<file path="src/design/bgd_pkg.sv">
// shared types and constants for the button gesture detector
package bgd_pkg;

  localparam int unsigned CFG_INDEX_W = 3;
  localparam int unsigned CFG_DATA_W  = 16;
  localparam int unsigned LIMIT_W     = 16;
  localparam int unsigned DEB_W       = 10;
  localparam int unsigned SEC_W       = 6;
  localparam int unsigned MS_W        = 10;

  localparam logic [DEB_W-1:0]   STABLE_MAX  = 10'd1023;
  localparam logic [SEC_W-1:0]   SEC_MAX     = 6'd63;
  localparam logic [MS_W-1:0]    MS_LAST     = 10'd999;

  localparam logic [DEB_W-1:0]   RST_DEBOUNCE     = 10'd30;
  localparam logic [LIMIT_W-1:0] RST_FIRST_LIMIT  = 16'd800;
  localparam logic [LIMIT_W-1:0] RST_SECOND_WIN   = 16'd1500;
  localparam logic [LIMIT_W-1:0] RST_LONG_PRESS   = 16'd3000;
  localparam logic [SEC_W-1:0]   RST_CONFIRM_SECS = 6'd5;

  typedef enum logic [CFG_INDEX_W-1:0] {
    REG_AP_MODE      = 3'd0,
    REG_DEBOUNCE     = 3'd1,
    REG_FIRST_LIMIT  = 3'd2,
    REG_SECOND_WIN   = 3'd3,
    REG_LONG_PRESS   = 3'd4,
    REG_CONFIRM_SECS = 3'd5
  } reg_index_e;

  typedef enum logic [2:0] {
    EV_NONE        = 3'd0,
    EV_ENTER       = 3'd1,
    EV_CONFIRMED   = 3'd2,
    EV_TIMEOUT     = 3'd3,
    EV_LONG_CANCEL = 3'd4,
    EV_EXIT        = 3'd5
  } event_e;

  typedef enum logic [1:0] {
    PH_IDLE   = 2'd0,
    PH_FIRST  = 2'd1,
    PH_SECOND = 2'd2
  } phase_e;

  typedef struct packed {
    logic                ap_mode;
    logic [DEB_W-1:0]    debounce_ticks;
    logic [LIMIT_W-1:0]  first_press_limit;
    logic [LIMIT_W-1:0]  second_press_window;
    logic [LIMIT_W-1:0]  long_press_ticks;
    logic [SEC_W-1:0]    confirm_seconds;
  } cfg_t;

  typedef struct packed {
    logic             debounced_pressed;
    logic             confirm_active;
    logic [SEC_W-1:0] seconds_left;
    event_e           event_res;
  } res_t;

endpackage

</file>
<file path="src/design/bgd_core.sv">
// gesture state registers and the per-tick update logic
module bgd_core #(
  parameter int unsigned TIMER_WIDTH = 16
) (
  input  logic          clk_i,
  input  logic          rst_ni,
  input  logic          step_i,
  input  logic          raw_i,
  input  bgd_pkg::cfg_t cfg_i,
  output bgd_pkg::res_t res_o
);

  localparam int unsigned CW = (TIMER_WIDTH > bgd_pkg::LIMIT_W) ? TIMER_WIDTH
                                                                : bgd_pkg::LIMIT_W;
  localparam logic [TIMER_WIDTH-1:0] TIMER_MAX = {TIMER_WIDTH{1'b1}};

  logic                         last_raw_q, last_raw_d;
  logic [bgd_pkg::DEB_W-1:0]    stable_q, stable_d;
  bgd_pkg::phase_e              phase_q, phase_d;
  logic [TIMER_WIDTH-1:0]       gtimer_q, gtimer_d;
  logic                         confirm_q, confirm_d;
  logic [bgd_pkg::MS_W-1:0]     ms_q, ms_d;
  logic [bgd_pkg::SEC_W-1:0]    secs_q, secs_d;
  logic [TIMER_WIDTH-1:0]       hold_q, hold_d;
  logic                         armed_q, armed_d;
  logic                         seen_q, seen_d;
  logic                         fired_q, fired_d;

  logic                         pressed;
  logic                         timed_out;
  logic                         long_hold;
  logic [TIMER_WIDTH-1:0]       gtimer_inc;
  bgd_pkg::event_e              ev;

  always_comb begin
    last_raw_d = raw_i;
    stable_d   = (raw_i != last_raw_q) ? '0 :
                 ((stable_q == bgd_pkg::STABLE_MAX) ? stable_q : stable_q + 1'b1);
    pressed    = raw_i && (stable_d > cfg_i.debounce_ticks);

    // raw hold tracking
    hold_d  = raw_i ? ((hold_q == TIMER_MAX) ? hold_q : hold_q + 1'b1) : '0;
    fired_d = raw_i ? fired_q : 1'b0;
    long_hold = raw_i && (CW'(hold_d) > CW'(cfg_i.long_press_ticks));

    gtimer_inc = (gtimer_q == TIMER_MAX) ? gtimer_q : gtimer_q + 1'b1;

    phase_d   = phase_q;
    gtimer_d  = gtimer_q;
    confirm_d = confirm_q;
    ms_d      = ms_q;
    secs_d    = secs_q;
    armed_d   = armed_q;
    seen_d    = seen_q;
    timed_out = 1'b0;
    ev        = bgd_pkg::EV_NONE;

    if (cfg_i.ap_mode) begin
      phase_d   = bgd_pkg::PH_IDLE;
      gtimer_d  = '0;
      confirm_d = 1'b0;
      ms_d      = '0;
      secs_d    = '0;
      armed_d   = 1'b0;
      seen_d    = 1'b0;
      if (long_hold && !fired_d) begin
        fired_d = 1'b1;
        ev      = bgd_pkg::EV_EXIT;
      end
    end else if (confirm_q) begin
      if (ms_q == bgd_pkg::MS_LAST) begin
        ms_d   = '0;
        secs_d = (secs_q == bgd_pkg::SEC_MAX) ? secs_q : secs_q + 1'b1;
      end else begin
        ms_d   = ms_q + 1'b1;
      end
      timed_out = (secs_d > cfg_i.confirm_seconds) ||
                  ((secs_d == cfg_i.confirm_seconds) && (ms_d != '0));
      if (timed_out || long_hold || (armed_q && seen_q && !raw_i)) begin
        confirm_d = 1'b0;
        ms_d      = '0;
        secs_d    = '0;
        armed_d   = 1'b0;
        seen_d    = 1'b0;
        ev        = timed_out ? bgd_pkg::EV_TIMEOUT :
                    (long_hold ? bgd_pkg::EV_LONG_CANCEL : bgd_pkg::EV_CONFIRMED);
      end else if (!armed_q) begin
        if (!raw_i) begin
          armed_d = 1'b1;
        end
      end else if (pressed) begin
        seen_d = 1'b1;
      end
    end else begin
      unique case (phase_q)
        bgd_pkg::PH_IDLE: begin
          if (pressed) begin
            phase_d  = bgd_pkg::PH_FIRST;
            gtimer_d = '0;
          end
        end
        bgd_pkg::PH_FIRST: begin
          gtimer_d = gtimer_inc;
          if (!pressed) begin
            phase_d  = bgd_pkg::PH_SECOND;
            gtimer_d = '0;
          end else if (CW'(gtimer_inc) > CW'(cfg_i.first_press_limit)) begin
            phase_d = bgd_pkg::PH_IDLE;
          end
        end
        bgd_pkg::PH_SECOND: begin
          gtimer_d = gtimer_inc;
          if (pressed) begin
            phase_d   = bgd_pkg::PH_IDLE;
            confirm_d = 1'b1;
            ms_d      = '0;
            secs_d    = '0;
            armed_d   = 1'b0;
            seen_d    = 1'b0;
            ev        = bgd_pkg::EV_ENTER;
          end else if (CW'(gtimer_inc) > CW'(cfg_i.second_press_window)) begin
            phase_d = bgd_pkg::PH_IDLE;
          end
        end
        default: begin
          phase_d = bgd_pkg::PH_IDLE;
        end
      endcase
    end

    res_o.debounced_pressed = pressed;
    res_o.confirm_active    = confirm_d;
    res_o.seconds_left      = (confirm_d && (secs_d < cfg_i.confirm_seconds)) ?
                              cfg_i.confirm_seconds - secs_d : '0;
    res_o.event_res         = ev;
  end

  always_ff @(posedge clk_i or negedge rst_ni) begin
    if (!rst_ni) begin
      last_raw_q <= 1'b0;
      stable_q   <= '0;
      phase_q    <= bgd_pkg::PH_IDLE;
      gtimer_q   <= '0;
      confirm_q  <= 1'b0;
      ms_q       <= '0;
      secs_q     <= '0;
      hold_q     <= '0;
      armed_q    <= 1'b0;
      seen_q     <= 1'b0;
      fired_q    <= 1'b0;
    end else if (step_i) begin
      last_raw_q <= last_raw_d;
      stable_q   <= stable_d;
      phase_q    <= phase_d;
      gtimer_q   <= gtimer_d;
      confirm_q  <= confirm_d;
      ms_q       <= ms_d;
      secs_q     <= secs_d;
      hold_q     <= hold_d;
      armed_q    <= armed_d;
      seen_q     <= seen_d;
      fired_q    <= fired_d;
    end
  end

endmodule

</file>
<file path="src/design/button_gesture_detector_top.sv">
// button gesture detector top level: handshakes, config registers, result register
// result path: an accepted input item passes the input register, then the result register
// throughput: one tick item per cycle unless stalled; the state update fits between the two registers
// the input stage only stalls while a held result is stalled downstream
// reset: async active low; gesture state cleared, config registers to their defaults
module button_gesture_detector_top #(
  parameter int unsigned TIMER_WIDTH = 16
) (
  input  logic                            clk_i,
  input  logic                            rst_ni,
  // tick input channel
  input  logic                            in_valid_i,
  output logic                            in_stall_o,
  input  logic                            button_raw_i,
  // result channel
  output logic                            out_valid_o,
  input  logic                            out_stall_i,
  output logic                            debounced_pressed_o,
  output logic                            confirm_active_o,
  output logic [bgd_pkg::SEC_W-1:0]       seconds_left_o,
  output logic [2:0]                      event_res_o,
  // config write channel
  input  logic                            cfg_valid_i,
  output logic                            cfg_ready_o,
  input  logic [bgd_pkg::CFG_INDEX_W-1:0] cfg_index_i,
  input  logic [bgd_pkg::CFG_DATA_W-1:0]  cfg_data_i
);

  // config registers
  bgd_pkg::cfg_t cfg_q;

  // input stage: one raw sample waiting for its update
  logic          in_valid_q, in_valid_d;
  logic          raw_q;

  // result register
  logic          out_valid_q, out_valid_d;
  bgd_pkg::res_t res_q;
  bgd_pkg::res_t res_c;

  logic          in_acc;
  logic          advance;

  // the item moves on when the result register is empty or being emptied
  assign advance    = in_valid_q && (!out_valid_q || !out_stall_i);
  assign in_stall_o = in_valid_q && out_valid_q && out_stall_i;
  assign in_acc     = in_valid_i && !in_stall_o;

  assign in_valid_d  = in_acc | (in_valid_q & ~advance);
  assign out_valid_d = advance | (out_valid_q & out_stall_i);

  assign cfg_ready_o = 1'b1;

  always_ff @(posedge clk_i or negedge rst_ni) begin
    if (!rst_ni) begin
      in_valid_q  <= 1'b0;
      out_valid_q <= 1'b0;
    end else begin
      in_valid_q  <= in_valid_d;
      out_valid_q <= out_valid_d;
    end
  end

  // payload registers, no reset
  always_ff @(posedge clk_i) begin
    if (in_acc) begin
      raw_q <= button_raw_i;
    end
    if (advance) begin
      res_q <= res_c;
    end
  end

  // register writes; unknown indexes are dropped
  always_ff @(posedge clk_i or negedge rst_ni) begin
    if (!rst_ni) begin
      cfg_q.ap_mode             <= 1'b0;
      cfg_q.debounce_ticks      <= bgd_pkg::RST_DEBOUNCE;
      cfg_q.first_press_limit   <= bgd_pkg::RST_FIRST_LIMIT;
      cfg_q.second_press_window <= bgd_pkg::RST_SECOND_WIN;
      cfg_q.long_press_ticks    <= bgd_pkg::RST_LONG_PRESS;
      cfg_q.confirm_seconds     <= bgd_pkg::RST_CONFIRM_SECS;
    end else if (cfg_valid_i && cfg_ready_o) begin
      unique case (cfg_index_i)
        bgd_pkg::REG_AP_MODE:      cfg_q.ap_mode             <= cfg_data_i[0];
        bgd_pkg::REG_DEBOUNCE:     cfg_q.debounce_ticks      <= cfg_data_i[bgd_pkg::DEB_W-1:0];
        bgd_pkg::REG_FIRST_LIMIT:  cfg_q.first_press_limit   <= cfg_data_i;
        bgd_pkg::REG_SECOND_WIN:   cfg_q.second_press_window <= cfg_data_i;
        bgd_pkg::REG_LONG_PRESS:   cfg_q.long_press_ticks    <= cfg_data_i;
        bgd_pkg::REG_CONFIRM_SECS: cfg_q.confirm_seconds     <= cfg_data_i[bgd_pkg::SEC_W-1:0];
        default: begin
        end
      endcase
    end
  end

  // per-tick debounce, gesture and confirm logic
  bgd_core #(
    .TIMER_WIDTH(TIMER_WIDTH)
  ) u_core (
    .clk_i (clk_i),
    .rst_ni(rst_ni),
    .step_i(advance),
    .raw_i (raw_q),
    .cfg_i (cfg_q),
    .res_o (res_c)
  );

  assign out_valid_o         = out_valid_q;
  assign debounced_pressed_o = res_q.debounced_pressed;
  assign confirm_active_o    = res_q.confirm_active;
  assign seconds_left_o      = res_q.seconds_left;
  assign event_res_o         = res_q.event_res;

endmodule

</file>
<file path="config.mk">
export PLATFORM = sky130hd
export DESIGN_NAME = button_gesture_detector_top
export DESIGN_NICKNAME = d
export VERILOG_FILES = /design/src/design/bgd_pkg.sv /design/src/design/bgd_core.sv /design/src/design/button_gesture_detector_top.sv
export SDC_FILE = /design/constraint.sdc
export NUM_CORES = 1
export LEC_CHECK = 0
export BUFFER_PORTS_ARGS = -buffer_cell sky130_fd_sc_hd__buf_2
export CAP_MARGIN = 30
export CORE_ASPECT_RATIO = 0.75
export CORE_MARGIN = 2
export CORE_UTILIZATION = 28
export DETAILED_ROUTE_END_ITERATION = 12
export GPL_TIMING_DRIVEN = 1
export MAX_ROUTING_LAYER = met4
export PLACE_DENSITY_LB_ADDON = 0.15
export SLEW_MARGIN = 25
export SYNTH_ARGS = -nofsm -noshare
export SYNTH_HDL_FRONTEND = slang
export SYNTH_HIERARCHICAL = 1
export SYNTH_SLANG_ARGS = --single-unit
export TNS_END_PERCENT = 50
</file>
<file path="constraint.sdc">
create_clock -name clk_i -period 5.26 [get_ports clk_i]
set_clock_uncertainty 0.2 [all_clocks]
set_input_delay 0.263 -clock clk_i [delete_from_list [all_inputs] [get_ports clk_i]]
set_output_delay 0.263 -clock clk_i [all_outputs]
set_load 0.05 [all_outputs]
</file>
Word level (Yosys, flattened, before mapping)
Index checks and enable logic that the tools add are counted.
{"block": "op_classes", "add_sub_neg": 6, "n_lt_le_gt_ge": 6, "eq_ne": 19, "mux": 63, "bitwise_logic": 5, "n_reduce_logical": 37}
{"operator": "$mux 16", "n": 7}
{"operator": "$mux 10", "n": 10}
{"operator": "$mux 6", "n": 9}
{"operator": "$gt 16x16->1", "n": 3}
{"operator": "$pmux 16 s3", "n": 1}
{"operator": "$add 16x1->16 const B", "n": 2}
{"operator": "$eq 16x16->1 const B", "n": 2}
{"operator": "$mux 1", "n": 21}
{"operator": "$mux 3", "n": 7}
{"operator": "$add 10x1->10 const B", "n": 2}
{"operator": "$eq 10x10->1 const B", "n": 2}
{"operator": "$mux 2", "n": 7}
{"operator": "$reduce_and 2->1", "n": 6}
{"operator": "$logic_and 1x1->1", "n": 11}
{"operator": "$gt 10x10->1", "n": 1}
{"operator": "$reduce_and 5->1", "n": 2}
{"operator": "$reduce_bool 10->1", "n": 1}
{"operator": "$reduce_bool 3->1", "n": 3}
{"operator": "$ne 4x4->1 const B", "n": 2}
{"operator": "$add 6x1->6 const B", "n": 1}
{"operator": "$eq 3x2->1 const B", "n": 2}
{"operator": "$eq 3x3->1 const B", "n": 2}
{"operator": "$eq 6x6->1", "n": 1}
{"operator": "$eq 6x6->1 const B", "n": 1}
{"operator": "21 further kinds", "n": 30}
{"block": "word_totals", "ff_bits": 144, "input_bits": 25, "output_inout_bits": 14}

Depth between registers and ports, before layout
{"block": "logic_depth", "ltp_word": 15, "ltp_mapped": 26}

By module
The synthesis kept the hierarchy.
{"mod": "bgd_core", "n_inst": 1, "cells_per_inst": 773, "area_each_um2": 6329.8, "seq_area_each_um2": 1626.6}
{"mod": "button_gesture_detector_top", "n_inst": 1, "cells_per_inst": 164, "area_each_um2": 3047.9, "seq_area_each_um2": 2065.7}

Worst setup path after synthesis
OpenSTA, ideal clock, no wires.
{"block": "synth_path", "kind": "flip-flop to flip-flop", "from": "register u_core.hold_q[6]", "to": "register res_q (netlist bit seconds_left_o[2]), data pin", "setup_time_ps": 271, "arrival_time_ps": 5197, "slack_ps": -408, "path_stages_with_launch": 26, "path_buffers": 2, "period_less_slack_ps": 5668, "path_cell_list": "dfrtp_1 clkbuf_1 and4_1 nand4_1 nor3_1 nor2_1 nand3_1 xor2_1 nor2_1 ha_1 and4_1 a221oi_1 o221ai_1 a211o_1 clkbuf_1 nor2_1 a221o_1 ha_1 inv_1 fa_1 a21o_1 a21oi_1 nor2b_1 o21a_1 o22ai_1 nor3_1"}
{"block": "synth_via", "elab_chain_cells": 12}
{"item": "start, declared", "line_no": "bgd_core.sv:24", "source": "logic [TIMER_WIDTH-1:0] hold_q, hold_d;"}
{"item": "start signal, assigned", "line_no": "bgd_core.sv:159", "source": "hold_q <= hold_d;"}
{"item": "$add 16x1->16 or $eq 16x16->1 (tied branches)", "line_no": "bgd_core.sv:42", "source": "hold_d = raw_i ? ((hold_q == TIMER_MAX) ? hold_q : hold_q + 1'b1) : '0;"}
{"item": "$mux 16 * (2 in a row)", "line_no": "bgd_core.sv:42"}
{"item": "named net u_core.hold_d[8]", "line_no": "bgd_core.sv:24"}
{"item": "$gt 16x16->1 *", "line_no": "bgd_core.sv:44", "source": "long_hold = raw_i && (CW'(hold_d) > CW'(cfg_i.long_press_ticks));"}
{"item": "$logic_and 1x1->1 *", "line_no": "bgd_core.sv:44"}
{"item": "$logic_or 1x1->1 * (2 in a row)", "line_no": "bgd_core.sv:79", "source": "if (timed_out || long_hold || (armed_q && seen_q && !raw_i)) begin"}
{"item": "$mux 6 *", "line_no": "bgd_core.sv:79"}
{"item": "$mux 6 *", "line_no": "bgd_core.sv:70", "source": "end else if (confirm_q) begin"}
{"item": "$mux 6 *", "line_no": "bgd_core.sv:58", "source": "if (cfg_i.ap_mode) begin"}
{"item": "named net u_core.secs_d, one bit", "line_no": "bgd_core.sv:23", "source": "logic [bgd_pkg::SEC_W-1:0] secs_q, secs_d;"}
{"item": "$lt 6x6->1", "line_no": "bgd_core.sv:133", "source": "res_o.seconds_left = (confirm_d && (secs_d < cfg_i.confirm_seconds)) ?"}
{"item": "$logic_and 1x1->1", "line_no": "bgd_core.sv:133"}
{"item": "end signal, assigned", "line_no": "button_gesture_detector_top.sv:70", "source": "res_q <= res_c;"}
{"item": "end, declared", "line_no": "button_gesture_detector_top.sv:38", "source": "bgd_pkg::res_t res_q;"}
The timed path passes the listed nets; every way through them passes the cells marked *.
A chain may end at the register's enable or synchronous reset.

Final worst setup path
{"block": "layout_path", "from": "register u_core.hold_q[1]", "to": "register res_q (netlist bit seconds_left_o[4]), data pin"}
The elaborated chain is that of the path after synthesis.

==> summary.txt <==
Final layout
  • # nets final: 1153
  • Filler cells: 3410
  • Share of layout cells above drive strength 1: 27.7%
  • Utilization after layout: a little over a third
  • Most common cell after layout, fill and taps aside: dfrtp_1
  • Area grow syn2layout: 22.9%
  • Number of diodes: 0
  • Area of the multi-input gates: approximately 5400 um^2
  • Most frequent cells in the layout: 109 x dfrtp_1, 81 x nand2_1, 77 x ha_1
  • FF/Latch Area: around 3700 um^2

STA
  • Slew Limit Fails: 0
  • Final setup fails: 0
  • Relative slew slack: 53.7%
  • Slew @ Worst Pin: 692 ps
  • Final Hold Violating Endpoints: 0
  • Final Cycle Share: 97.5%
  • Post-route setup TNS: 0 ps
  • FMAX: 0.195 GHz
  • Final critical-path required period: 5130 ps
  • RSZ-0062 raised after global routing: true

Setup path
  • Worst EP arrival: 5100 ps
  • Crit-path cells: ha_4 > and2_1 > nand4_1 > buf_6 > nor3_4 > nor3_1 > xnor2_1 > nor2_1 > ha_1 > and4_1 > a221oi_2 > o221ai_2 > a211o_1 > nor2_2 > a221o_1 > ha_1 > inv_1 > fa_2 > a21o_1 > a21oi_2 > nor2b_1 > o21a_1 > o22ai_4 > nor4_1
  • Crit path largest cell delay: ~400 ps
  • Most used cell, CP: ha_1
  • FF-to-FF setup slack: about 130 ps
  • CP Class: flop to flop
  • Worst EP required: 5240 ps
  • Worst Path Max Fanout: 6
  • Startpoint Class: flop
  • Slowest CP cell: dfrtp_1
  • Crit. End Element: flop

Synth
  • FFs w/ async S/R, synth: 91.7%
  • Ys Warns: 6
  • Synth Flop Type: dfrtp_1
  • Post-synth EDFFs: 12
  • Syn nets: approximately 1000
  • Cell count after synthesis: 937
  • Register area share after synthesis: slightly below 40%
  • Post-Syn Area: approximately 9400 um^2
  • Mapped Avg Cell Area: 10.0 um^2
  • Cell variety after synth: 80
  • Flops & latches, synth: 144

Route
  • Drt via density: 4.77
  • Total number of vias: 7219
  • Antenna-violating nets left: 0
  • Number of DRC markers in iteration 0: between 300 and 400
  • Wirelength per Cell: 16.5 um
  • Drt drc: 0
  • WL final: 25.0 mm
  • Drt first pass iters: 5

Global route
  • Vias in the first global route: roughly 6900
  • First-pass GRT wire length: between 40 and 50 mm
  • GRT Total Usage: 15.3%
  • GR Overflow Total: 0
  • Largest net degree at the start of global routing: 90
  • Initial antenna violation count: 0

Clock tree
  • TritonCTS clock tree: built
  • Clock Tree Buf Depth: 2
  • Worst skew pair latency: roughly 440 ps
  • CTS buffer count: 17
  • Clk slew on worst S/H paths: about 60 ps
  • CTS root buf: clkbuf_16
  • H-tree Lvls: 4
  • Total clock sinks: about 140

Floorplanning
  • Starting Density: 28.2%
  • Rows: 58
  • Die Ht: 162 um
  • I/O pins: 39
  • Die Width: 215 um
  • CORE AREA: 33200 um^2
  • Die footprint: 35000 um^2

Hold path
  • Min-Delay Path Class: input port to flop

Power
  • Worst vdd ir: approximately 0.15 mV
  • PD cells: between 300 and 400 nW/um^2
  • P_leak: 5.25 nW

Placed design
  • Detailed Place HPWL: 18.1 mm
  • IO Port Bufs: 37
  • Final Wtd Congestion: 0.837

Run status
  • Status: complete, no violations

Flow run
  • Max cap viols: 0
-- metal layers --
layer  global-route usage (%)  share of wire (%)
met2                     20.8                 41
met1                     22.9                 55
met5                        -                  0
met3                     3.06                3.4
met4                     3.67               0.80
-- metrics by stage --
step / cell area [um^2] / setup slack (ps) / cells / power (mW) / hold slack, ps
finish: 11500 / 133 / 1512 / 3.83 / 20.4
global route: 11500 / -195 / 1512 / 4.07 / 10.1
CTS: 11300 / 11.2 / 1505 / 3.85 / 1.93
detailed placement: 10500 / -72.8 / 1457 / 2.38 / 228
global placement: 10500 / -36.4 / 1457 / 2.38 / 225
floorplan: 9410 / 11.1 / 937 / 2.07 / -233
-- final cells by class --
| type | count | area share [%] |
|---|---|---|
| clock buffers | 21 | 4.18 |
| clock inverters | 11 | 1.73 |
| inverters | 77 | 2.51 |
| multi-input cells | 683 | 46.6 |
| flip-flops and latches | 144 | 32.0 |
| well taps | 450 | 4.89 |
| repair buffers | 126 | 8.07 |
-- what timing repair did --
action	4_1_cts	5_1_grt
endpoints found under the setup margin	6	6
cloned	0	0
pin swaps	3	13
hold buffers	16	1
gates resized for setup	6	20
hold endpoints to repair	113	1
buffers inserted	0	3
-- cell usage after synthesis, drive strengths merged, types with 3 or more instances --
cell type  instances  area [um^2]
a2111oi            3         45.1
a211oi             6         50.1
a21boi             6         45.0
a21o              18          135
a21oi             39          199
a221o              6         60.1
a221oi             4         41.3
a22o              13          114
a22oi              3         22.5
a31oi              4         25.0
and2               5         31.3
and3              14         87.6
and4               8         70.1
and4bb             4         50.0
buf               17          141
clkbuf            16         60.1
dfrtp            109         2730
dfstp             23          604
edfxtp            12          360
ha                78          976
inv               76          285
mux2              84         1020
mux2i              7         70.1
nand2             82          310
nand2b            10         62.6
nand3             33          170
nand4             21          131
nor2              64          240
nor2b             10         62.6
nor3              22          126
nor3b              4         30.0
nor4               4         25.0
o21a              10         82.6
o21ai             40          211
o31ai             11         82.6
or2                4         25.0
xnor2             21          184
xor2              15          131
-- final timing paths --
| path | from | cells after the start | to |
|---|---|---|---|
| min | cfg_data_i[9] | 2 | cfg_q[31] |
| max | u_core/hold_q[1] | 24 | seconds_left_o[4] |
| min reg2reg | in_valid_q | 1 | out_valid_o |
| max in group asynchronous | rst_ni | 3 | cfg_q[62] |
| min in group asynchronous | rst_ni | 2 | u_core/stable_q[6] |
| max reg2reg | u_core/hold_q[1] | 24 | seconds_left_o[4] |
-- cell families (layout without fill, tap and decap cells) --
group	after synthesis	in the layout	share of synthesized area, %
simple gates	293	293	15.9
fa+ha+maj	79	79	10.6
compound gates	183	183	13.8
mux	91	91	11.6
buf+inv	110	235	5.23
other cells	1	1	0.0400
flops	144	144	39.4
xor+xnor	36	36	3.36
-- state kept, by name, summed over array words and instances (netlist names), 2 cells and up --
signal           flops
cfg_q               65
u_core/gtimer_q     16
u_core/hold_q       16
u_core/ms_q         10
u_core/stable_q     10
seconds_left_o       6
u_core/secs_q        6
event_res_o          3
u_core/phase_q       2
-- worst max-delay path: cells and delay by family (launching register included) --
family	cells	cell delay [ps]
xor gates and xnor gates	1	160
AOI/OAI and AO/OA	8	1720
buffers and inverters	2	220
DFF	1	410
adders and majority gates	4	960
and+or+nand+nor	9	1200
-- power breakdown --
| group | leakage [nW] | switching (mW) | internal, mW |
|---|---|---|---|
| clock network | 0.322 | 0.524 | 0.900 |
| logic | 3.15 | 0.544 | 0.434 |
| registers | 1.78 | 0.109 | 1.32 |
Note: power is estimated with default switching activity, not from simulation.
